===== src/hdl/rss_ram.sv =====
// ----------------------------------------------------------------------------
// rss_ram
// generic simple dual-port ram, one write and one registered read per cycle
// ----------------------------------------------------------------------------
module rss_ram #(
    parameter int WIDTH = 8,
    parameter int DEPTH = 16
) (
    input  logic                     clk,
    input  logic                     we,
    input  logic [$clog2(DEPTH)-1:0] waddr,
    input  logic [WIDTH-1:0]         wdata,
    input  logic [$clog2(DEPTH)-1:0] raddr,
    output logic [WIDTH-1:0]         rdata
);

    logic [WIDTH-1:0] mem [DEPTH];
    logic [WIDTH-1:0] rdata_reg;

    always_ff @(posedge clk)
    begin
        if (we)
        begin
            mem[waddr] <= wdata;
        end
        rdata_reg <= mem[raddr];
    end

    assign rdata = rdata_reg;

endmodule


===== config.mk =====
export PLATFORM = sky130hd
export DESIGN_NAME = rss_ram
export DESIGN_NICKNAME = d
export VERILOG_FILES = /design/src/hdl/rss_ram.sv
export SDC_FILE = /design/constraint.sdc
export NUM_CORES = 1
export LEC_CHECK = 0
export BUFFER_PORTS_ARGS = -buffer_cell sky130_fd_sc_hd__buf_4
export CAP_MARGIN = 10
export CORE_MARGIN = 2
export CORE_UTILIZATION = 36
export DETAILED_ROUTE_END_ITERATION = 6
export HOLD_SLACK_MARGIN = 0.06
export PLACE_DENSITY = 0.54
export SYNTH_ARGS = -nofsm -noshare
export SYNTH_HDL_FRONTEND = slang
export SYNTH_SLANG_ARGS = --single-unit

===== constraint.sdc =====
create_clock -name clk -period 2.7 [get_ports clk]
set_input_delay 0.27 -clock clk [delete_from_list [all_inputs] [get_ports clk]]
set_output_delay 0.27 -clock clk [all_outputs]
set_load 0.1 [all_outputs]

==> results.md <==
* FF-to-FF Start: mem[9][4]
* Most common cell in the netlist: edfxtp_1
* Fin. Hold Viols at 0
* Drt wl/cell at about 23 um
* Hold Crit Class: input pin to register
* Yosys warnings at 0
* Num rows at between 40 and 50
* Final min period at approximately 1500 ps
* Ranking of synthesized cells by area: edfxtp_1, mux4_2, mux4_1
* Root Buffer: clkbuf_16
* CP Data Required Time at 3000 ps
* Largest net degree at the start of global routing at 33
* Mapped Cells at approximately 230
* CTS tree: done
* Post-synth top area cell: edfxtp_1
* Synth Register Bits at about 140
* XOR/XNOR Fraction of Synth Area at 0%
* Fin nets at 294
* Worst Path Max Fanout at 24
* Post-CTS Hold Fix Bufs at 0
* Synthesized area per cell at about 22 um2
* Max stage delay on crit path at approximately 570 ps
* I/O pins at 26
* Final Skew at 5.711 ps
* Hold Path Sink: mem[15][1]
* Reg2reg end: rdata[4]
* Die Y at approximately 120 um
* DR vias at roughly 2400
* Max-cap violations at 0
* I/O Buffers at 25
* R2R Setup Slk at approximately 1300 ps
* Area Overhead vs Synth at 18.08%
* Worst R2R Path Depth at 3
* Top cells by count, synth: edfxtp_1, mux4_2, a22oi_1
* Mapped cell area at between 5000 and 6000 um2
* Clock sinks at ~140
* First-pass GRT wire length at between 15000 and 20000 um
* Congestion Overflow GR at 0
* DP Area at 5572 um2
* Most used cell, CP: buf_4
* Worst path slowest cell: mux4_1
* Antenna viol nets, final at 0
* Slew Viols, Final at 0
* Design area at just over 6000 um2
* Power per standard cell area at 776.2 nW/um2
* Unrepaired setup endpoints after global routing: no
* GRT Total Usage at between 10% and 20%
* CORE AREA at ~14000 um2
* FF+latch area at 4004 um2
* H-tree depth at 4
* Clock transition at path regs at ~50 ps
* Setup repair bufs after CTS at 0
* Transition time of the tightest slew-check pin at between 1000 and 1500 ps
* Compound-Gate Fraction of Synth Area at under 10%
* Fmax at between 600 and 700 MHz
* Simple-gate share of the synthesized area at roughly 3.2%
* CP Class: input pin to register
* Main combinational cell family by area after synthesis: multiplexers
* Synth async-reset ratio at 0%
* # setup viols final at 0
* Total CTS buffers at 17
* Crit path cell chain: buf_4, buf_4, mux4_1, a22oi_1, nand2_1
* Vias/cell at a little over 5
* Multi-input gate area at about 1100 um2
* Mux share of post-synthesis cell area at around 15%
* # fillers at 1194
* Worst Min Path Start: wdata[1]
* Share of cells above drive strength 1 at 26.74%
* Starting density of the core at 36.94%
* Clk_lat worst skew at slightly above 400 ps
* Post-synth top area share at about three quarters
* Family with the most delay on the worst path: buffers and inverters
* Pleak at just over 2 nW
* Vias in the first global route at between 2000 and 3000
* Max reg flops at between 100 and 150
* Die width at between 100 and 150 um
* Final Wtd Congestion at between 0.7 and 0.8
* Netlist cell types at 19
* CP endpoint kind: register
* DRT iter0 DRCs at about 200
* Setup TNS at 0 ps
* Synth Flop Type: edfxtp_1
* Tot Pwr at approximately 4.7 mW
* CP startpoint kind: input pin
* TritonRoute pass-1 iters at 4
* Buf/Inv on CP at 2
* Full die area at between 15000 and 20000 um2
* Initial antenna violation count at 0
* N_diodes at 0
* Post_cts resized at 0
* Slew headroom at between 30% and 40%
* DRC viols at 0
* Arr. time, crit path at approximately 1800 ps
* WL final at ~11000 um
* Max clock buf depth at 2
* Synth Area in Adders at 0%
* Syn nets at around 250
* Status: finished, final reports clean
* Number of enable flip-flop cells after synthesis at 128
* Min-Delay Path Depth at 1
* Final worst-path cycle share at between 50 and 60%
* Register area share after synthesis at 77.78%
* Post-detail-place hpwl at ~6500 um
* Worst vdd ir at ~0.00046 V
-- stage by stage --
stage                     hold slack, ps  setup slack [ps]  utilization, %  instances
after floorplan                    368.9             937.1               -        229
after global placement             603.1             710.3           39.98        437
after detailed placement           614.5             677.9           39.98        437
after CTS                          179.3              1110           43.62        468
after global routing               187.6             994.1           43.62        468
final                              187.7              1151           43.62        468
-- how the worst max path moves through the flow --
stage	startpoint	depth (start not counted)	endpoint
floorplan	waddr[2]	2	mem[0][0]
global placement	raddr[0]	5	rdata[2]
detailed placement	raddr[0]	5	rdata[1]
CTS	raddr[0]	5	rdata[1]
global route	raddr[0]	5	rdata[2]
finish	raddr[0]	5	rdata[2]
-- area by class of cell --
type,instances,share of cell area (%)
Sequential cell,136,65.87
Multi-Input combinational cell,83,17.39
Clock buffer,25,7.493
Timing Repair Buffer,38,4.693
Tap cell,180,3.705
Clock inverter,6,0.8440
-- cells by family after synthesis --
family / Yosys count
compound gates: 16
buf+inv: 10
flops: 136
mux: 32
simple gates: 35
-- power breakdown --
| group | internal, mW | total, mW | leakage, nW | switching, mW |
|---|---|---|---|---|
| Combinational | 0.104 | 0.338 | 0.560 | 0.234 |
| Clock | 1.25 | 2.00 | 0.246 | 0.759 |
| Sequential | 2.36 | 2.38 | 1.22 | 0.0125 |
| Total | 3.71 | 4.72 | 2.03 | 1.01 |
-- routing by layer --
layer,global-route usage [%],routed length (um),vias to the layer above
li1,-,-,1068
met1,22.91,5100,1277
met2,22.39,4826,58
met3,4.304,492,14
met4,5.966,162,0
met5,0,0,-
-- layout by cell type, fill, tap and decap left out --
cell	count
edfxtp_1	128
buf_4	38
mux4_2	18
clkbuf_16	17
a22oi_1	16
mux4_1	14
nor2_1	13
nand2_1	9
clkbuf_1	8
dfxtp_1	8
nor3_1	4
clkinv_1	3
nand3b_1	2
nand2b_1	2
clkinv_2	2
nor2b_1	1
and2_1	1
and2b_1	1
nand3_1	1
or3b_2	1
bufinv_16	1
Note: power is estimated with default switching activity, not from simulation.
