`src/hdl/rss_pkg.sv`:
```
// ----------------------------------------------------------------------------
// rss_pkg
// shared types and constants for the record stack with exchange sort
// ----------------------------------------------------------------------------
package rss_pkg;

    localparam int DEPTH  = 64;
    localparam int ADDR_W = $clog2(DEPTH);
    localparam int CNT_W  = $clog2(DEPTH + 1);

    typedef enum logic [1:0] {
        ACT_PUSH = 2'd0,
        ACT_POP  = 2'd1,
        ACT_LIST = 2'd2,
        ACT_SORT = 2'd3
    } action_t;

    typedef enum logic [1:0] {
        ST_PUSHED = 2'd0,
        ST_FULL   = 2'd1,
        ST_EMPTY  = 2'd2,
        ST_RECORD = 2'd3
    } status_t;

    typedef enum logic [3:0] {
        S_IDLE,
        S_POP,
        S_LIST_RD,
        S_LIST_EMIT,
        S_SORT_RDA,
        S_SORT_LDA,
        S_SORT_RDB,
        S_SORT_CMP,
        S_SORT_WRA
    } state_t;

    typedef struct packed {
        logic signed [31:0] id;
        logic signed [15:0] score;
        logic        [63:0] name;
    } record_t;

    localparam int REC_W = $bits(record_t);

    typedef struct packed {
        logic              we;
        logic [ADDR_W-1:0] waddr;
        record_t           wdata;
        logic [ADDR_W-1:0] raddr;
    } mem_req_t;

    typedef struct packed {
        logic    done;
        status_t status;
        record_t rec;
        logic    last;
    } res_t;

endpackage

```
`src/hdl/rss_ctrl.sv`:
```
// ----------------------------------------------------------------------------
// rss_ctrl
// sequencer for push, pop, list and in-place exchange sort over the record ram
// ----------------------------------------------------------------------------
module rss_ctrl (
    input  logic              clk,
    input  logic              rst_n,
    input  logic              start,
    input  rss_pkg::action_t  action,
    input  rss_pkg::record_t  in_rec,
    input  rss_pkg::record_t  rdata,
    output logic              busy,
    output rss_pkg::mem_req_t mem,
    output rss_pkg::res_t     res
);

    rss_pkg::state_t                state_reg, state_next;
    logic [rss_pkg::CNT_W-1:0]      count_reg, count_next;
    logic [rss_pkg::ADDR_W-1:0]     a_reg, a_next;
    logic [rss_pkg::CNT_W-1:0]      b_reg, b_next;
    logic [rss_pkg::ADDR_W-1:0]     idx_reg, idx_next;
    rss_pkg::record_t               reca_reg, reca_next;
    logic                           done_reg, done_next;
    rss_pkg::status_t               status_reg, status_next;
    rss_pkg::record_t               rec_reg, rec_next;
    logic                           last_reg, last_next;

    logic                           accept;
    logic                           full;
    logic                           empty;
    logic [rss_pkg::CNT_W-1:0]      cnt_m1;
    logic [rss_pkg::CNT_W-1:0]      b_inc;
    logic [rss_pkg::CNT_W-1:0]      a_plus2;

    assign accept  = start && (state_reg == rss_pkg::S_IDLE);
    assign full    = (count_reg == rss_pkg::CNT_W'(rss_pkg::DEPTH));
    assign empty   = (count_reg == '0);
    assign cnt_m1  = count_reg - rss_pkg::CNT_W'(1);
    assign b_inc   = b_reg + rss_pkg::CNT_W'(1);
    assign a_plus2 = rss_pkg::CNT_W'(a_reg) + rss_pkg::CNT_W'(2);
    assign busy    = (state_reg != rss_pkg::S_IDLE);

    // next state
    always_comb
    begin
        state_next = state_reg;
        unique case (state_reg)
            rss_pkg::S_IDLE:
            begin
                if (accept)
                begin
                    unique case (action)
                        rss_pkg::ACT_PUSH: state_next = rss_pkg::S_IDLE;
                        rss_pkg::ACT_POP:
                            state_next = empty ? rss_pkg::S_IDLE : rss_pkg::S_POP;
                        rss_pkg::ACT_LIST:
                            state_next = empty ? rss_pkg::S_IDLE : rss_pkg::S_LIST_RD;
                        rss_pkg::ACT_SORT:
                        begin
                            if (empty)
                                state_next = rss_pkg::S_IDLE;
                            else if (count_reg == rss_pkg::CNT_W'(1))
                                state_next = rss_pkg::S_LIST_RD;
                            else
                                state_next = rss_pkg::S_SORT_RDA;
                        end
                        default: state_next = rss_pkg::S_IDLE;
                    endcase
                end
            end
            rss_pkg::S_POP:       state_next = rss_pkg::S_IDLE;
            rss_pkg::S_LIST_RD:   state_next = rss_pkg::S_LIST_EMIT;
            rss_pkg::S_LIST_EMIT:
                state_next = (idx_reg == '0) ? rss_pkg::S_IDLE : rss_pkg::S_LIST_RD;
            rss_pkg::S_SORT_RDA:  state_next = rss_pkg::S_SORT_LDA;
            rss_pkg::S_SORT_LDA:  state_next = rss_pkg::S_SORT_RDB;
            rss_pkg::S_SORT_RDB:  state_next = rss_pkg::S_SORT_CMP;
            rss_pkg::S_SORT_CMP:
                state_next = (b_inc < count_reg) ? rss_pkg::S_SORT_RDB
                                                 : rss_pkg::S_SORT_WRA;
            rss_pkg::S_SORT_WRA:
                state_next = (a_plus2 < count_reg) ? rss_pkg::S_SORT_RDA
                                                   : rss_pkg::S_LIST_RD;
            default:              state_next = rss_pkg::S_IDLE;
        endcase
    end

    // datapath and outputs
    always_comb
    begin
        count_next  = count_reg;
        a_next      = a_reg;
        b_next      = b_reg;
        idx_next    = idx_reg;
        reca_next   = reca_reg;
        mem.we      = 1'b0;
        mem.waddr   = a_reg;
        mem.wdata   = reca_reg;
        mem.raddr   = idx_reg;
        done_next   = 1'b0;
        status_next = status_reg;
        rec_next    = rec_reg;
        last_next   = last_reg;
        unique case (state_reg)
            rss_pkg::S_IDLE:
            begin
                if (accept)
                begin
                    done_next   = 1'b1;
                    last_next   = 1'b1;
                    rec_next    = '0;
                    status_next = rss_pkg::ST_EMPTY;
                    mem.raddr   = cnt_m1[rss_pkg::ADDR_W-1:0];
                    unique case (action)
                        rss_pkg::ACT_PUSH:
                        begin
                            if (full)
                            begin
                                status_next = rss_pkg::ST_FULL;
                            end
                            else
                            begin
                                status_next = rss_pkg::ST_PUSHED;
                                mem.we      = 1'b1;
                                mem.waddr   = count_reg[rss_pkg::ADDR_W-1:0];
                                mem.wdata   = in_rec;
                                count_next  = count_reg + rss_pkg::CNT_W'(1);
                            end
                        end
                        rss_pkg::ACT_POP:
                        begin
                            if (!empty)
                            begin
                                done_next  = 1'b0;
                                count_next = cnt_m1;
                            end
                        end
                        rss_pkg::ACT_LIST,
                        rss_pkg::ACT_SORT:
                        begin
                            if (!empty)
                            begin
                                done_next = 1'b0;
                                idx_next  = cnt_m1[rss_pkg::ADDR_W-1:0];
                                a_next    = '0;
                            end
                        end
                        default: done_next = 1'b1;
                    endcase
                end
            end
            rss_pkg::S_POP:
            begin
                done_next   = 1'b1;
                status_next = rss_pkg::ST_RECORD;
                rec_next    = rdata;
                last_next   = 1'b1;
            end
            rss_pkg::S_LIST_RD:
            begin
                mem.raddr = idx_reg;
            end
            rss_pkg::S_LIST_EMIT:
            begin
                done_next   = 1'b1;
                status_next = rss_pkg::ST_RECORD;
                rec_next    = rdata;
                last_next   = (idx_reg == '0);
                idx_next    = idx_reg - rss_pkg::ADDR_W'(1);
            end
            rss_pkg::S_SORT_RDA:
            begin
                mem.raddr = a_reg;
            end
            rss_pkg::S_SORT_LDA:
            begin
                // position i is held in reca_reg for the whole inner pass
                reca_next = rdata;
                b_next    = rss_pkg::CNT_W'(a_reg) + rss_pkg::CNT_W'(1);
            end
            rss_pkg::S_SORT_RDB:
            begin
                mem.raddr = b_reg[rss_pkg::ADDR_W-1:0];
            end
            rss_pkg::S_SORT_CMP:
            begin
                if (rdata.score > reca_reg.score)
                begin
                    mem.we    = 1'b1;
                    mem.waddr = b_reg[rss_pkg::ADDR_W-1:0];
                    mem.wdata = reca_reg;
                    reca_next = rdata;
                end
                b_next = b_inc;
            end
            rss_pkg::S_SORT_WRA:
            begin
                mem.we    = 1'b1;
                mem.waddr = a_reg;
                mem.wdata = reca_reg;
                a_next    = a_reg + rss_pkg::ADDR_W'(1);
            end
            default:
            begin
                done_next = 1'b0;
            end
        endcase
    end

    always_ff @(posedge clk or negedge rst_n)
    begin
        if (!rst_n)
        begin
            state_reg <= rss_pkg::S_IDLE;
            count_reg <= '0;
            done_reg  <= 1'b0;
        end
        else
        begin
            state_reg <= state_next;
            count_reg <= count_next;
            done_reg  <= done_next;
        end
    end

    always_ff @(posedge clk)
    begin
        a_reg      <= a_next;
        b_reg      <= b_next;
        idx_reg    <= idx_next;
        reca_reg   <= reca_next;
        status_reg <= status_next;
        rec_reg    <= rec_next;
        last_reg   <= last_next;
    end

    assign res.done   = done_reg;
    assign res.status = status_reg;
    assign res.rec    = rec_reg;
    assign res.last   = last_reg;

endmodule

```
`config.mk`:
```
export PLATFORM = sky130hd
export DESIGN_NAME = rss_ctrl
export DESIGN_NICKNAME = d
export VERILOG_FILES = /design/src/hdl/rss_pkg.sv /design/src/hdl/rss_ctrl.sv
export SDC_FILE = /design/constraint.sdc
export NUM_CORES = 1
export LEC_CHECK = 0
export BUFFER_PORTS_ARGS = -buffer_cell sky130_fd_sc_hd__buf_2
export CAP_MARGIN = 30
export CELL_PAD_IN_SITES_DETAIL_PLACEMENT = 0
export CELL_PAD_IN_SITES_GLOBAL_PLACEMENT = 1
export CORE_ASPECT_RATIO = 1.75
export CORE_MARGIN = 3
export CORE_UTILIZATION = 37
export DETAILED_ROUTE_END_ITERATION = 7
export PLACE_DENSITY_LB_ADDON = 0.1
export REMOVE_ABC_BUFFERS = 1
export SLEW_MARGIN = 20
export SYNTH_ARGS = -nofsm -noshare
export SYNTH_HDL_FRONTEND = slang
export SYNTH_SLANG_ARGS = --single-unit
```
`constraint.sdc`:
```
create_clock -name clk -period 14.1 [get_ports clk]
set_input_delay 2.115 -clock clk [delete_from_list [all_inputs] [get_ports clk]]
set_output_delay 2.115 -clock clk [all_outputs]
set_load 0.03 [all_outputs]
```
==> tab_implementation.tex <==
\begin{tabular}{lr}
\hline
Metric & Value \\
\hline
\multicolumn{2}{l}{\textbf{Status}} \\
\quad Result of the run & complete, no violations \\
\multicolumn{2}{l}{\textbf{Critical path}} \\
\quad Critical path launch point type & primary input \\
\quad CP endpoint kind & output port \\
\quad Critical path fanouts, max & 8 \\
\quad Arrival time at the worst endpoint & 4730 ps \\
\quad Required time of the critical path & 11980 ps \\
\quad Classification of the worst setup path & primary input to output port \\
\quad Slowest cell on the critical path & sky130\_fd\_sc\_hd\_\_or3\_1 \\
\quad Register-to-Register Path Depth & 11 \\
\quad Critical R2R Capture & reca\_reg[37]\$\_DFFE\_PP\_ \\
\quad Worst flop-to-flop path startpoint & reca\_reg[71]\$\_DFFE\_PP\_ \\
\quad Critical Path, Cell by Cell & buf\_2 -> ha\_1 -> a211oi\_1 -> o211ai\_1 -> a211oi\_1 -> a21oi\_1 -> or3\_1 -> a211oi\_1 -> buf\_2 \\
\quad Delay of the slowest cell on the worst path & 570 ps \\
\quad FF-to-FF setup slack & 9910 ps \\
\quad Cell seen most often among critical-path stages & sky130\_fd\_sc\_hd\_\_a211oi\_1 \\
\multicolumn{2}{l}{\textbf{Global route}} \\
\quad Via count of the first global-routing pass & 9362 \\
\quad Global routing usage summed across all routing layers & 22.2\% \\
\quad Pin count of the biggest net entering global routing & 87 \\
\quad Number of antenna violations at the first check in global routing & 5 \\
\quad Wire length of the first global-routing pass & 58400 um \\
\quad Leftover overflow at the end of global routing & 0 \\
\multicolumn{2}{l}{\textbf{Die}} \\
\quad Top-level I/O count & 471 \\
\quad Placeable core region & 0.0323 mm\^{}2 \\
\quad Die ar. & 0.0351 mm\^{}2 \\
\quad Starting Density & 37.5\% \\
\quad Chip height & 246 um \\
\quad Width of the chip & 143 um \\
\quad Cell Rows & 87 \\
\multicolumn{2}{l}{\textbf{STA}} \\
\quad Final setup TNS & 0 ps \\
\quad Period utilization & 48.5\% \\
\quad Setup repair after global routing missed its margin & no \\
\quad Final setup vio count & 0 \\
\quad Final count of hold timing violations & 0 \\
\quad Shortest period the worst path allows & 6840 ps \\
\quad Worst Skew & 16.9 ps \\
\quad Relative slew slack & 40.0\% \\
\quad Number of pins exceeding their max-slew limit in the final report & 0 \\
\quad Highest clock frequency the design can meet & 146 MHz \\
\quad Transition at the pin with the smallest max-transition slack & 901 ps \\
\multicolumn{2}{l}{\textbf{Placement}} \\
\quad Final estimated routing congestion in global placement & 0.856 \\
\quad Number of buffer cells added on primary ports & 470 \\
\quad Total half-perimeter wirelength after legalization and detailed placement & 31400 um \\
\multicolumn{2}{l}{\textbf{Hold path}} \\
\quad Number of cells traversed by the worst hold path & 1 \\
\quad Capture endpoint of the worst hold path & idx\_reg[0]\$\_DFFE\_PP\_ \\
\quad Min-delay src & idx\_reg[0]\$\_DFFE\_PP\_ \\
\quad Class of the tightest hold or removal check & flip-flop to flip-flop \\
\multicolumn{2}{l}{\textbf{Logic synthesis}} \\
\quad Share of flip-flops with an asynchronous set or reset & 4.65\% \\
\quad Flip-flop cell with the highest count after synthesis & sky130\_fd\_sc\_hd\_\_edfxtp\_1 \\
\quad Number of synthesis warnings & 0 \\
\quad Post-synth design cell area & 0.0121 mm\^{}2 \\
\quad Proportion of synthesized chip area in sequential cells & 63.4\% \\
\quad Library cell occupying the most area in the post-synthesis netlist & sky130\_fd\_sc\_hd\_\_edfxtp\_1 \\
\quad Share of the synthesized area in the top cell type & 60.9\% \\
\quad Gate Count Post-Synth & 1085 \\
\quad Flip-flop and latch count after synthesis & 258 \\
\quad Yosys cell types & 55 \\
\quad Count of flip-flops with a built-in enable after synthesis & 246 \\
\quad Cells taking the most area after synthesis & sky130\_fd\_sc\_hd\_\_edfxtp\_1, sky130\_fd\_sc\_hd\_\_nand2\_1, sky130\_fd\_sc\_hd\_\_and2\_1 \\
\quad Average footprint of a synthesized cell & 11.2 um\^{}2 \\
\multicolumn{2}{l}{\textbf{Pwr}} \\
\quad Total power after layout & 3.18 mW \\
\quad Worst VDD drop & 0.000210 V \\
\quad Switching power & 1.34 mW \\
\quad Clk pwr share & 20.6\% \\
\quad Net switching fraction of the power & 42.2\% \\
\quad Sequential Power Share & 37.2\% \\
\quad Cell Int Power & 1.84 mW \\
\quad Power density relative to cell area & 204 mW/mm\^{}2 \\
\quad Gate power share & 42.1\% \\
\quad Cell leakage power & 7.01 nW \\
\multicolumn{2}{l}{\textbf{Clock tree}} \\
\quad Inserted Clock Buffers & 25 \\
\quad H-tree depth & 1 \\
\quad Cts repair resizes & 0 \\
\quad Register clock-pin slew on the reported worst setup and hold paths & 60 ps \\
\quad Clock Path Buffers & 3 \\
\quad Number of sinks driven by the clock tree & 258 \\
\quad Count of buffers added by post-CTS timing repair for setup & 0 \\
\quad Source-to-sink clock delay at the later pin of the worst-skew pair & 520 ps \\
\quad CTS tree & yes \\
\quad Clk root buf & sky130\_fd\_sc\_hd\_\_clkbuf\_16 \\
\quad CTS Hold Bufs & 0 \\
\multicolumn{2}{l}{\textbf{Routing}} \\
\quad Antenna Violating Nets Remaining & 0 \\
\quad Number of vias in the routed layout & 9563 \\
\quad Routed len/inst & 21.0 um \\
\quad Drt drc & 0 \\
\quad Detailed Route WL & 40900 um \\
\quad Average via count per standard cell & 4.90 \\
\quad DRC violation total after the first TritonRoute iteration & 409 \\
\quad DRT Pass-1 Iters & 5 \\
\multicolumn{2}{l}{\textbf{Cells and area}} \\
\quad Most used cells in the layout excluding fill and tap cells & sky130\_fd\_sc\_hd\_\_buf\_2, sky130\_fd\_sc\_hd\_\_nand2\_1, sky130\_fd\_sc\_hd\_\_edfxtp\_1, sky130\_fd\_sc\_hd\_\_and2\_1 \\
\quad Area Overhead vs Synth & 28.8\% \\
\quad Commonest non-fill, non-tap cell in the layout & sky130\_fd\_sc\_hd\_\_buf\_2 \\
\quad Share of cells above drive strength 1 & 34.3\% \\
\quad Count of nets after finishing & 1798 \\
\multicolumn{2}{l}{\textbf{Run}} \\
\quad Reported max-cap violation count & 0 \\
\hline
\end{tabular}
==> power groups by stage <==
stage,registers [mW],logic (mW),clock network (mW)
2_1_floorplan,1.48,0.633,0
3_3_place_gp,1.20,1.34,0
3_5_place_dp,1.20,1.35,0
4_1_cts,1.19,1.35,0.678
5_1_grt,1.20,1.44,0.707
6_report,1.18,1.34,0.656
==> final cells by class <==
type	instances	area [um^2]
clock buffers	28	637
clock inverters	13	145
repair buffers	482	2470
inverters	32	120
well taps	400	500
fillers	3153	16700
diodes	3	7.51
multi-input cells	734	4050
flip-flops and latches	258	7690
==> through the flow <==
| step | setup WS [ps] | hold WS (ps) | utilization (%) | instance area, um^2 | cells |
|---|---|---|---|---|---|
| floorplan | 1510 | 594 | - | 11800 | 1024 |
| CTS | 7260 | 729 | 48.2 | 15600 | 1946 |
| global placement | 7230 | 705 | 45.7 | 14800 | 1904 |
| global route | 7050 | 748 | 48.3 | 15600 | 1950 |
| detailed placement | 7270 | 716 | 45.8 | 14800 | 1905 |
| finish | 7260 | 725 | 48.3 | 15600 | 1950 |
==> kinds of logic after synthesis <==
logic type	count (synthesis)	synth area share [%]
and+or+nand+nor	554	20.9
DFF	258	63.4
AOI/OAI and AO/OA	104	5.62
buffers and inverters	93	3.37
adders and majority gates	36	3.71
xor gates and xnor gates	27	1.95
muxes	13	1.08
==> cells in the mapped netlist, drive strengths merged, types with 2 or more instances <==
cell type and n:
a31oi 4, a21o 4, inv 32, nand3 11, o21a 4, a221o 6, o211ai 2, o221ai 5
a21oi 30, and2 113, or3b 2, nor2 36, nand2 345, nor4 9, xnor2 17, mux2i 12
edfxtp 246, buf 25, and3 6, nand2b 10, o21ai 28, clkbuf 36, nor3 7, a211oi 10
nand4 8, xor2 10, dfrtp 12, or3 2, ha 36, a21boi 2
==> routing by layer <==
layer  vias to the layer above  share of wire [%]  track usage, %
li1                       4619                  -               -
met1                      4553                 35            24.1
met2                       326                 56            42.9
met3                        61                5.8            3.60
met4                         4                2.6            6.86
met5                         -              0.073               0
==> worst max-delay path, delay by kind of cell <==
family                     cells  cell delay [ps]
and+or+nand+nor                1              570
buffers and inverters          2              390
AOI/OAI and AO/OA              5             1350
adders and majority gates      1              300
==> worst max-delay path by stage <==
stage,startpoint,end
after floorplan,rdata[79],reca_reg[0]$_DFFE_PP_
after global placement,rdata[71],mem[121]
after detailed placement,rdata[79],mem[123]
after CTS,rdata[79],mem[123]
after global routing,rdata[71],mem[123]
final,rdata[71],mem[123]
Power figures use the tool's default switching activity.
